--- config.mk ---
export PLATFORM = sky130hd
export DESIGN_NAME = least_loaded_agent_table
export DESIGN_NICKNAME = d
export VERILOG_FILES = /design/src/design/lla_pkg.sv /design/src/design/lla_slot_store.sv /design/src/design/lla_match_unit.sv /design/src/design/least_loaded_agent_table.sv
export SDC_FILE = /design/constraint.sdc
export NUM_CORES = 2
export LEC_CHECK = 0
export BUFFER_PORTS_ARGS = -buffer_cell sky130_fd_sc_hd__buf_2
export CAP_MARGIN = 10
export CORE_ASPECT_RATIO = 1.2
export CORE_MARGIN = 5
export CORE_UTILIZATION = 62
export CTS_CLUSTER_DIAMETER = 60
export DETAILED_ROUTE_END_ITERATION = 12
export GPL_TIMING_DRIVEN = 0
export PLACE_DENSITY = 0.79
export SLEW_MARGIN = 20
export SYNTH_ARGS = -nofsm -noshare
export SYNTH_HDL_FRONTEND = slang
export SYNTH_SLANG_ARGS = --single-unit
--- constraint.sdc ---
create_clock -name clock -period 6.23 [get_ports clock]
set_input_delay 0.3115 -clock clock [delete_from_list [all_inputs] [get_ports clock]]
set_output_delay 0.3115 -clock clock [all_outputs]
set_load 0.005 [all_outputs]
--- src/design/lla_pkg.sv ---
`timescale 1ns / 1ps
// Shared types, codes and constants of the least-loaded agent table.
// Used by every module of the block; depends on nothing else.
package lla_pkg;

   localparam int NUM_SLOTS_DEFAULT = 16;
   localparam logic [7:0] LOAD_LIMIT_RESET = 8'd8;

   localparam logic [2:0] KIND_REGISTER   = 3'd0;
   localparam logic [2:0] KIND_CONNECT    = 3'd1;
   localparam logic [2:0] KIND_DISCONNECT = 3'd2;
   localparam logic [2:0] KIND_SELECT     = 3'd3;
   localparam logic [2:0] KIND_FIND       = 3'd4;

   localparam logic [1:0] ST_FREE = 2'd0;
   localparam logic [1:0] ST_REG  = 2'd1;
   localparam logic [1:0] ST_CONN = 2'd2;

   localparam int CSR_ADDR_W = 3;
   localparam logic [0:0] CSR_LOAD_LIMIT = 1'b0;

   typedef struct packed {
      logic [2:0]  kind;
      logic [3:0]  slot;
      logic [15:0] addr_family;
      logic [31:0] ip_address;
      logic [15:0] port_number;
   } req_type;

   typedef struct packed {
      logic       found;
      logic [3:0] result_slot;
      logic [7:0] slot_load;
   } rsp_type;

   typedef struct packed {
      logic [15:0] family;
      logic [31:0] ip;
      logic [15:0] port;
   } addr_type;

   typedef struct packed {
      logic       status_en;
      logic [1:0] status;
      logic       load_en;
      logic [7:0] load;
      logic       addr_en;
      addr_type   addr;
   } wr_type;

   typedef struct packed {
      logic [1:0] status;
      logic [7:0] load;
      addr_type   addr;
   } rd_type;

endpackage

--- src/design/lla_slot_store.sv ---
`timescale 1ns / 1ps
// Slot table storage: status flops cleared by reset, load and address memories.
// Depends on lla_pkg for the read and write structures.
module lla_slot_store #(
   parameter int NUM_SLOTS = lla_pkg::NUM_SLOTS_DEFAULT
) (
   input  logic                         clock,
   input  logic                         reset,
   input  logic [$clog2(NUM_SLOTS)-1:0] rd_addr,
   output lla_pkg::rd_type              rd_data,
   input  logic [$clog2(NUM_SLOTS)-1:0] wr_addr,
   input  lla_pkg::wr_type              wr_cmd
);
   import lla_pkg::*;

   logic [1:0] status_ff [NUM_SLOTS];
   logic [7:0] load_mem [NUM_SLOTS];
   addr_type   addr_mem [NUM_SLOTS];
   logic [1:0] rd_status_ff;
   logic [7:0] rd_load_ff;
   addr_type   rd_addr_ff;

   always_ff @(posedge clock) begin
      if (reset) begin
         for (int i = 0; i < NUM_SLOTS; i++) begin
            status_ff[i] <= ST_FREE;
         end
      end else if (wr_cmd.status_en) begin
         status_ff[wr_addr] <= wr_cmd.status;
      end
   end

   always_ff @(posedge clock) begin
      rd_status_ff <= status_ff[rd_addr];
   end

   always_ff @(posedge clock) begin
      if (wr_cmd.load_en) begin
         load_mem[wr_addr] <= wr_cmd.load;
      end
      rd_load_ff <= load_mem[rd_addr];
   end

   always_ff @(posedge clock) begin
      if (wr_cmd.addr_en) begin
         addr_mem[wr_addr] <= wr_cmd.addr;
      end
      rd_addr_ff <= addr_mem[rd_addr];
   end

   // A free slot has never been connected, so its load is zero.
   assign rd_data.status = rd_status_ff;
   assign rd_data.load   = (rd_status_ff == ST_FREE) ? 8'd0 : rd_load_ff;
   assign rd_data.addr   = rd_addr_ff;

endmodule

--- src/design/lla_match_unit.sv ---
`timescale 1ns / 1ps
// Shared compare unit: decides whether the slot being scanned becomes the candidate.
// Depends on lla_pkg for the codes and the read structure.
module lla_match_unit (
   input  logic [2:0]      kind,
   input  lla_pkg::rd_type rd_data,
   input  lla_pkg::addr_type key,
   input  logic [7:0]      low,
   output logic            take
);
   import lla_pkg::*;

   always_comb begin
      case (kind)
         KIND_REGISTER: take = (rd_data.status == ST_FREE);
         KIND_SELECT:   take = (rd_data.status == ST_CONN) && (rd_data.load < low);
         KIND_FIND:     take = (rd_data.status != ST_FREE) && (rd_data.addr == key);
         default:       take = 1'b0;
      endcase
   end

endmodule

--- src/design/least_loaded_agent_table.sv ---
`timescale 1ns / 1ps
// Top level of the least-loaded agent table: sequencer, control register, response register.
// Depends on lla_pkg, lla_slot_store and lla_match_unit.
//
//   Port group   Direction  Handshake                Payload
//   req_*        in         req_valid / req_stall    req_data (lla_pkg::req_type)
//   rsp_*        out        rsp_valid / rsp_stall    rsp_data (lla_pkg::rsp_type)
//   APB          in/out     psel, penable, pready    paddr, pwdata, prdata
//
// Register, select and find scan the table one slot per cycle through the shared compare
// unit and a registered memory read.
// Mark connected and mark disconnected read one slot.
// Reset clears all slot states to free and the load limit to 8; no clearing pass is needed.
// req_stall is high during reset and while a request is in progress; a stalled response holds the
// sequencer in its final step, and a new request may be taken while a response waits.
module least_loaded_agent_table #(
   parameter int NUM_SLOTS = lla_pkg::NUM_SLOTS_DEFAULT
) (
   input  logic                         clock,
   input  logic                         reset,
   input  logic                         req_valid,
   output logic                         req_stall,
   input  lla_pkg::req_type             req_data,
   output logic                         rsp_valid,
   input  logic                         rsp_stall,
   output lla_pkg::rsp_type             rsp_data,
   input  logic                         psel,
   input  logic                         penable,
   input  logic                         pwrite,
   input  logic [lla_pkg::CSR_ADDR_W-1:0] paddr,
   input  logic [31:0]                  pwdata,
   output logic [31:0]                  prdata,
   output logic                         pready
);
   import lla_pkg::*;

   localparam int IdxW = $clog2(NUM_SLOTS);
   localparam logic [IdxW-1:0] LastIdx = IdxW'(NUM_SLOTS - 1);

   typedef enum logic [1:0] {S_IDLE, S_SCAN, S_MARK, S_FINISH} state_type;

   state_type       state_ff;
   req_type         req_ff;
   logic [IdxW-1:0] cnt_ff;
   logic [IdxW-1:0] chk_idx_ff;
   logic            have_ff;
   logic            show_ff;
   logic [IdxW-1:0] best_ff;
   logic [7:0]      best_load_ff;
   logic            rsp_valid_ff;
   rsp_type         rsp_ff;
   logic [7:0]      limit_ff;

   logic [IdxW-1:0] rd_addr;
   rd_type          rd_data;
   wr_type          wr_cmd;
   addr_type        key;
   logic            take;
   logic            leave;
   logic            in_mark;
   logic            ff_mark;
   logic            ff_in_range;
   logic [IdxW+3:0] slot_wide_in;
   logic [IdxW+3:0] slot_wide_ff;
   logic [IdxW+3:0] best_wide;
   logic [3:0]      best_slot;
   logic [7:0]      load_next;
   logic            csr_write;

   assign in_mark      = (req_data.kind == KIND_CONNECT) || (req_data.kind == KIND_DISCONNECT);
   assign ff_mark      = (req_ff.kind == KIND_CONNECT) || (req_ff.kind == KIND_DISCONNECT);
   assign slot_wide_in = {{IdxW{1'b0}}, req_data.slot};
   assign slot_wide_ff = {{IdxW{1'b0}}, req_ff.slot};
   assign ff_in_range  = ({28'd0, req_ff.slot} < 32'(NUM_SLOTS));
   assign best_wide    = {4'd0, best_ff};
   assign best_slot    = best_wide[3:0];
   assign load_next    = best_load_ff + 8'd1;

   assign key.family = req_ff.addr_family;
   assign key.ip     = req_ff.ip_address;
   assign key.port   = req_ff.port_number;

   always_comb begin
      case (state_ff)
         S_IDLE:  rd_addr = in_mark ? slot_wide_in[IdxW-1:0] : '0;
         S_SCAN:  rd_addr = cnt_ff;
         S_MARK:  rd_addr = cnt_ff;
         default: rd_addr = cnt_ff;
      endcase
   end

   lla_slot_store #(
      .NUM_SLOTS(NUM_SLOTS)
   ) u_store (
      .clock   (clock),
      .reset   (reset),
      .rd_addr (rd_addr),
      .rd_data (rd_data),
      .wr_addr (best_ff),
      .wr_cmd  (wr_cmd)
   );

   lla_match_unit u_match (
      .kind    (req_ff.kind),
      .rd_data (rd_data),
      .key     (key),
      .low     (best_load_ff),
      .take    (take)
   );

   assign leave = (state_ff == S_FINISH) && (!rsp_valid_ff || !rsp_stall);

   // A newly registered slot starts with a zero load.
   always_comb begin
      wr_cmd           = '0;
      wr_cmd.addr      = key;
      wr_cmd.load      = (req_ff.kind == KIND_SELECT) ? load_next : 8'd0;
      wr_cmd.status    = (req_ff.kind == KIND_CONNECT) ? ST_CONN : ST_REG;
      if (leave && have_ff) begin
         case (req_ff.kind)
            KIND_REGISTER: begin
               wr_cmd.status_en = 1'b1;
               wr_cmd.addr_en   = 1'b1;
               wr_cmd.load_en   = 1'b1;
            end
            KIND_CONNECT:    wr_cmd.status_en = 1'b1;
            KIND_DISCONNECT: wr_cmd.status_en = 1'b1;
            KIND_SELECT:     wr_cmd.load_en   = 1'b1;
            default:         wr_cmd.status_en = 1'b0;
         endcase
      end
   end

   always_ff @(posedge clock) begin
      if (reset) begin
         state_ff     <= S_IDLE;
         rsp_valid_ff <= 1'b0;
      end else begin
         if (leave) begin
            rsp_valid_ff <= 1'b1;
         end else if (!rsp_stall) begin
            rsp_valid_ff <= 1'b0;
         end
         case (state_ff)
            S_IDLE: begin
               if (req_valid) begin
                  req_ff       <= req_data;
                  cnt_ff       <= IdxW'(1);
                  chk_idx_ff   <= '0;
                  have_ff      <= 1'b0;
                  show_ff      <= 1'b0;
                  best_ff      <= '0;
                  best_load_ff <= (req_data.kind == KIND_SELECT) ? limit_ff : 8'd0;
                  case (req_data.kind)
                     KIND_REGISTER:   state_ff <= S_SCAN;
                     KIND_SELECT:     state_ff <= S_SCAN;
                     KIND_FIND:       state_ff <= S_SCAN;
                     KIND_CONNECT:    state_ff <= S_MARK;
                     KIND_DISCONNECT: state_ff <= S_MARK;
                     default:         state_ff <= S_FINISH;
                  endcase
               end
            end
            S_SCAN: begin
               if (cnt_ff != LastIdx) begin
                  cnt_ff <= cnt_ff + IdxW'(1);
               end
               chk_idx_ff <= cnt_ff;
               if (take) begin
                  have_ff      <= 1'b1;
                  best_ff      <= chk_idx_ff;
                  best_load_ff <= rd_data.load;
               end
               if (chk_idx_ff == LastIdx) begin
                  state_ff <= S_FINISH;
               end
            end
            S_MARK: begin
               if (ff_mark && ff_in_range) begin
                  show_ff      <= 1'b1;
                  have_ff      <= (rd_data.status != ST_FREE);
                  best_ff      <= slot_wide_ff[IdxW-1:0];
                  best_load_ff <= rd_data.load;
               end
               state_ff <= S_FINISH;
            end
            S_FINISH: begin
               if (leave) begin
                  state_ff <= S_IDLE;
               end
            end
            default: state_ff <= S_IDLE;
         endcase
      end
   end

   always_ff @(posedge clock) begin
      if (leave) begin
         rsp_ff.found <= have_ff;
         if (have_ff || show_ff) begin
            rsp_ff.result_slot <= best_slot;
            rsp_ff.slot_load   <= (req_ff.kind == KIND_SELECT) ? load_next : best_load_ff;
         end else begin
            rsp_ff.result_slot <= 4'd0;
            rsp_ff.slot_load   <= 8'd0;
         end
      end
   end

   assign csr_write = psel && penable && pwrite && (paddr[2] == CSR_LOAD_LIMIT);

   always_ff @(posedge clock) begin
      if (reset) begin
         limit_ff <= LOAD_LIMIT_RESET;
      end else if (csr_write) begin
         limit_ff <= pwdata[7:0];
      end
   end

   assign prdata    = (paddr[2] == CSR_LOAD_LIMIT) ? {24'd0, limit_ff} : 32'd0;
   assign pready    = 1'b1;
   assign req_stall = reset || (state_ff != S_IDLE);
   assign rsp_valid = rsp_valid_ff;
   assign rsp_data  = rsp_ff;

endmodule
==> results.md <==
- DIE WIDTH: 277.2 µm
- Pwr dens: 474.9 nW/µm²
- Total wire length: 151,900 µm
- Worst Path Buf+Inv: 3
- Full die area: 91,680 µm²
- Core Area: 84,910 µm²
- Die height: 330.7 µm
- Share of post-route cells with drive strength above 1: 11.33%
- Initial core utilization: 62.58%
- FF+latch count, synth: 1,375
- Required @ worst endpoint: 6.81 ns
- EDFF count, synth: 1,290
- Post-CTS Resized: 0
- Final Max Slew Viols: 0
- Crit path time final: 3.881 ns
- GRT Overall Usage: 32.58%
- Final nets: 4,369
- Crit start category: register
- Fmax: 257.7 MHz
- Grt ovf: 0
- Worst-Margin Slew: 1.252 ns
- Final setup fails: 0
- Post-Synth Simple-Gate Area: 7.735%
- Setup Skew: 0.03866 ns
- Family with the most delay on the worst path: buffers and inverters
- Relative slew slack: 16.56%
- Status: finished clean
- DRC viols: 0
- Main combinational cell family by area after synthesis: compound AO/OA/AOI/OAI gates
- Avg WL per Cell: 27.73 µm
- Max_cap viols: 0
- Drt pass-1 iters: 6
- Synth warn: 0
- CTS tree: done
- Met2 WL: 72,310 µm
- Most common cell on crit path: a22oi_1
- CP cell instances: inv_1, ha_1, and3b_1, a21oi_2, buf_2, buf_1, a21oi_1, a22oi_1, a22oi_1, o311ai_1
- Synth Cell Area: 53,140 µm²
- Hold Slack: 0.1089 ns
- CP max stage delay: 0.68 ns
- RSZ-0062 raised after global routing: no
- Htree depth: 4
- WP data arrival: 4.47 ns
- P_leak: 20.93 nW
- Post-synthesis compound-gate area fraction: 12.21%
- Register area share after synthesis: 76.10%
- Vias in the first global route: 35,436
- Final Cell Area: 61,540 µm²
- Synth cell types: 55
- VDD IR max: 0.0002933 V
- CP max-delay cell: buf_1
- Initial antenna violation count: 3
- XOR/XNOR share of the synthesized area: 0.9701%
- Nature of the critical path endpoint: register
- Dominant synthesized flop cell: edfxtp_1
- CTS buffer count: 130
- Worst-Skew Late Latency: 0.76 ns
- Average size of a mapped cell: 13.82 µm²
- Cell count after synthesis: 3,846
- Port bufs: 109
- First-pass GRT wire length: 222,000 µm
- Tot Pwr: 0.02922 W
- Num Clock Sinks: 1,375
- Fillcell total: 5,178
- 1st-iter DRT viols: 5,402
- Vias per cell: 6.546
- Clock Tree Root: clkbuf_16
- Setup WS post-layout: 2.349 ns
- # rows: 117
- I/O pin count: 161
- Mux contribution to synthesized area: 0.03768%
- Gpl congestion: 0.9465
- Pin count of the biggest net entering global routing: 26
- Max Buffers Root-to-Sink: 3
- Critical path class: reg2reg
- Met1 wire length: 49,710 µm
- DP Area: 56,560 µm²
- Final antenna-violating net count: 0
- Fin crit share: 62.29%
- DR top layer: met5
- Post-DP HPWL: 99,520 µm
- Wire length on met3: 16,690 µm
- Dpl ws: 2.391 ns
- Final Hold Viols: 0
- Hold crit path type: in2reg
- Adder-cell share of the synthesized area: 0.3297%
- Clock transition at the registers of the reported paths: 0.06 ns
- Area Growth Syn to Fin: 15.81%
- Via count: 35,855
- Asr flop ratio synth: 0%
- Max FO, Critical Path: 10
[worst register-to-register path, cell delays in order (launching register included)]
cell      delay, ns
dfxtp_1        0.39
inv_1          0.09
ha_1           0.31
and3b_1        0.24
a21oi_2        0.50
buf_2          0.64
buf_1          0.68
a21oi_1        0.15
a22oi_1        0.38
a22oi_1        0.13
o311ai_1       0.22
[area by class of cell]
type                    instances  area, µm²  area share, %
inverters                      38      142.6         0.2318
clock inverters                60      641.9          1.043
repair buffers                241       2581          4.195
clock buffers                 173       3516          5.713
flip-flops and latches       1375      40440          65.71
well taps                    1130       1414          2.298
diodes                          4      10.01        0.01627
multi-input cells            2187      11550          18.77
plain buffers                 269       1240          2.015
[worst paths after layout]
check	end	depth (start not counted)	start	slack, ns
min	key[63]	3	req_valid	0.11
max	u_store.rd_data[61]	10	state_ff[0]	2.35
max reg2reg	u_store.rd_data[61]	10	state_ff[0]	2.35
min reg2reg	limit_ff[0]	2	limit_ff[0]	0.49
[kinds of logic after synthesis]
family / count (synthesis)
multiplexers: 2
flip-flops: 1375
other: 2
adder cells (fa/ha/maj): 14
buffers and inverters: 307
XOR/XNOR: 58
AND/OR/NAND/NOR: 1035
AO/OA/AOI/OAI: 1053
[placed cells by master, fill, tap and decap left out, drive strengths merged, types with 10 or more instances in the layout]
master,instances
clkbuf,294
xnor2,30
dlygate4sd3,80
buf,309
ha,14
clkinv,41
a22oi,300
nor4,10
nor2b,20
conb,25
nand3,15
o21bai,16
and2,14
edfxtp,1290
o311ai,74
a21oi,613
xor2,28
dfxtp,85
nand2,851
bufinv,10
inv,46
nor2,94
a22o,10
[per-layer routing]
metal  up-vias  global-route usage [%]
li1      15132                       -
met5         -                       0
met4         2                   23.12
met2      2695                   52.43
met3       651                   8.036
met1     17375                   38.97
[sequential cells by signal, summed over array words and instances, names as in the netlist]
register,flops
best_ff,4
u_store.load_mem,128
best_load_ff,8
rsp_data,13
u_store.rd_load_ff,8
cnt_ff,4
u_store.rd_data,64
state_ff,2
u_store.addr_mem,1024
req_ff,7
chk_idx_ff,4
limit_ff,8
rsp_valid,1
show_ff,1
have_ff,1
u_store.status_ff,32
u_store.rd_status_ff,2
key,64
[report_power, final]
group	leakage [nW]	total [W]	internal (W)	switching [W]
Clock	2.03	0.00779	0.00441	0.00338
Combinational	6.49	0.0102	0.00285	0.00735
Sequential	12.4	0.0112	0.0108	0.000476
[cell usage after synthesis (3+ instances only)]
cell	instances	area, µm²
nor3_1	3	15.01
nor2b_1	20	125.1
a21o_1	3	22.52
clkbuf_1	121	454.2
o311ai_1	74	648.1
and2_1	14	87.58
a22o_1	10	87.58
buf_1	31	116.4
dfxtp_1	85	1702
inv_1	38	142.6
nand4_1	9	56.30
nand3_1	15	75.07
o22ai_1	8	50.05
nor2_1	94	352.8
xnor2_1	29	254.0
o21ai_0	6	30.03
ha_1	14	175.2
buf_4	25	187.7
buf_2	89	445.4
buf_6	3	33.78
nand2_1	851	3194
nor4_1	10	62.56
a21oi_1	612	3063
a31o_2	3	26.28
a221oi_1	5	43.79
a22oi_1	300	2252
xor2_1	28	245.2
nand3b_1	4	30.03
o21bai_1	16	120.1
edfxtp_1	1290	38740
[through the flow]
step / setup TNS [ns] / std cells / utilization, %
final: 0 / 5477 / 72.48
after global placement: -2553.40 / 5108 / 64.99
after floorplan: 0 / 3869 / -
after global routing: 0 / 5474 / 72.47
after CTS: 0 / 5473 / 72.45
after detailed placement: 0 / 5160 / 66.61
[timing repair]
action	CTS	global route
hold buffers	80	0
endpoints found under the hold margin	80	0
buffers inserted	0	0
Note: power is estimated with default switching activity, not from simulation.
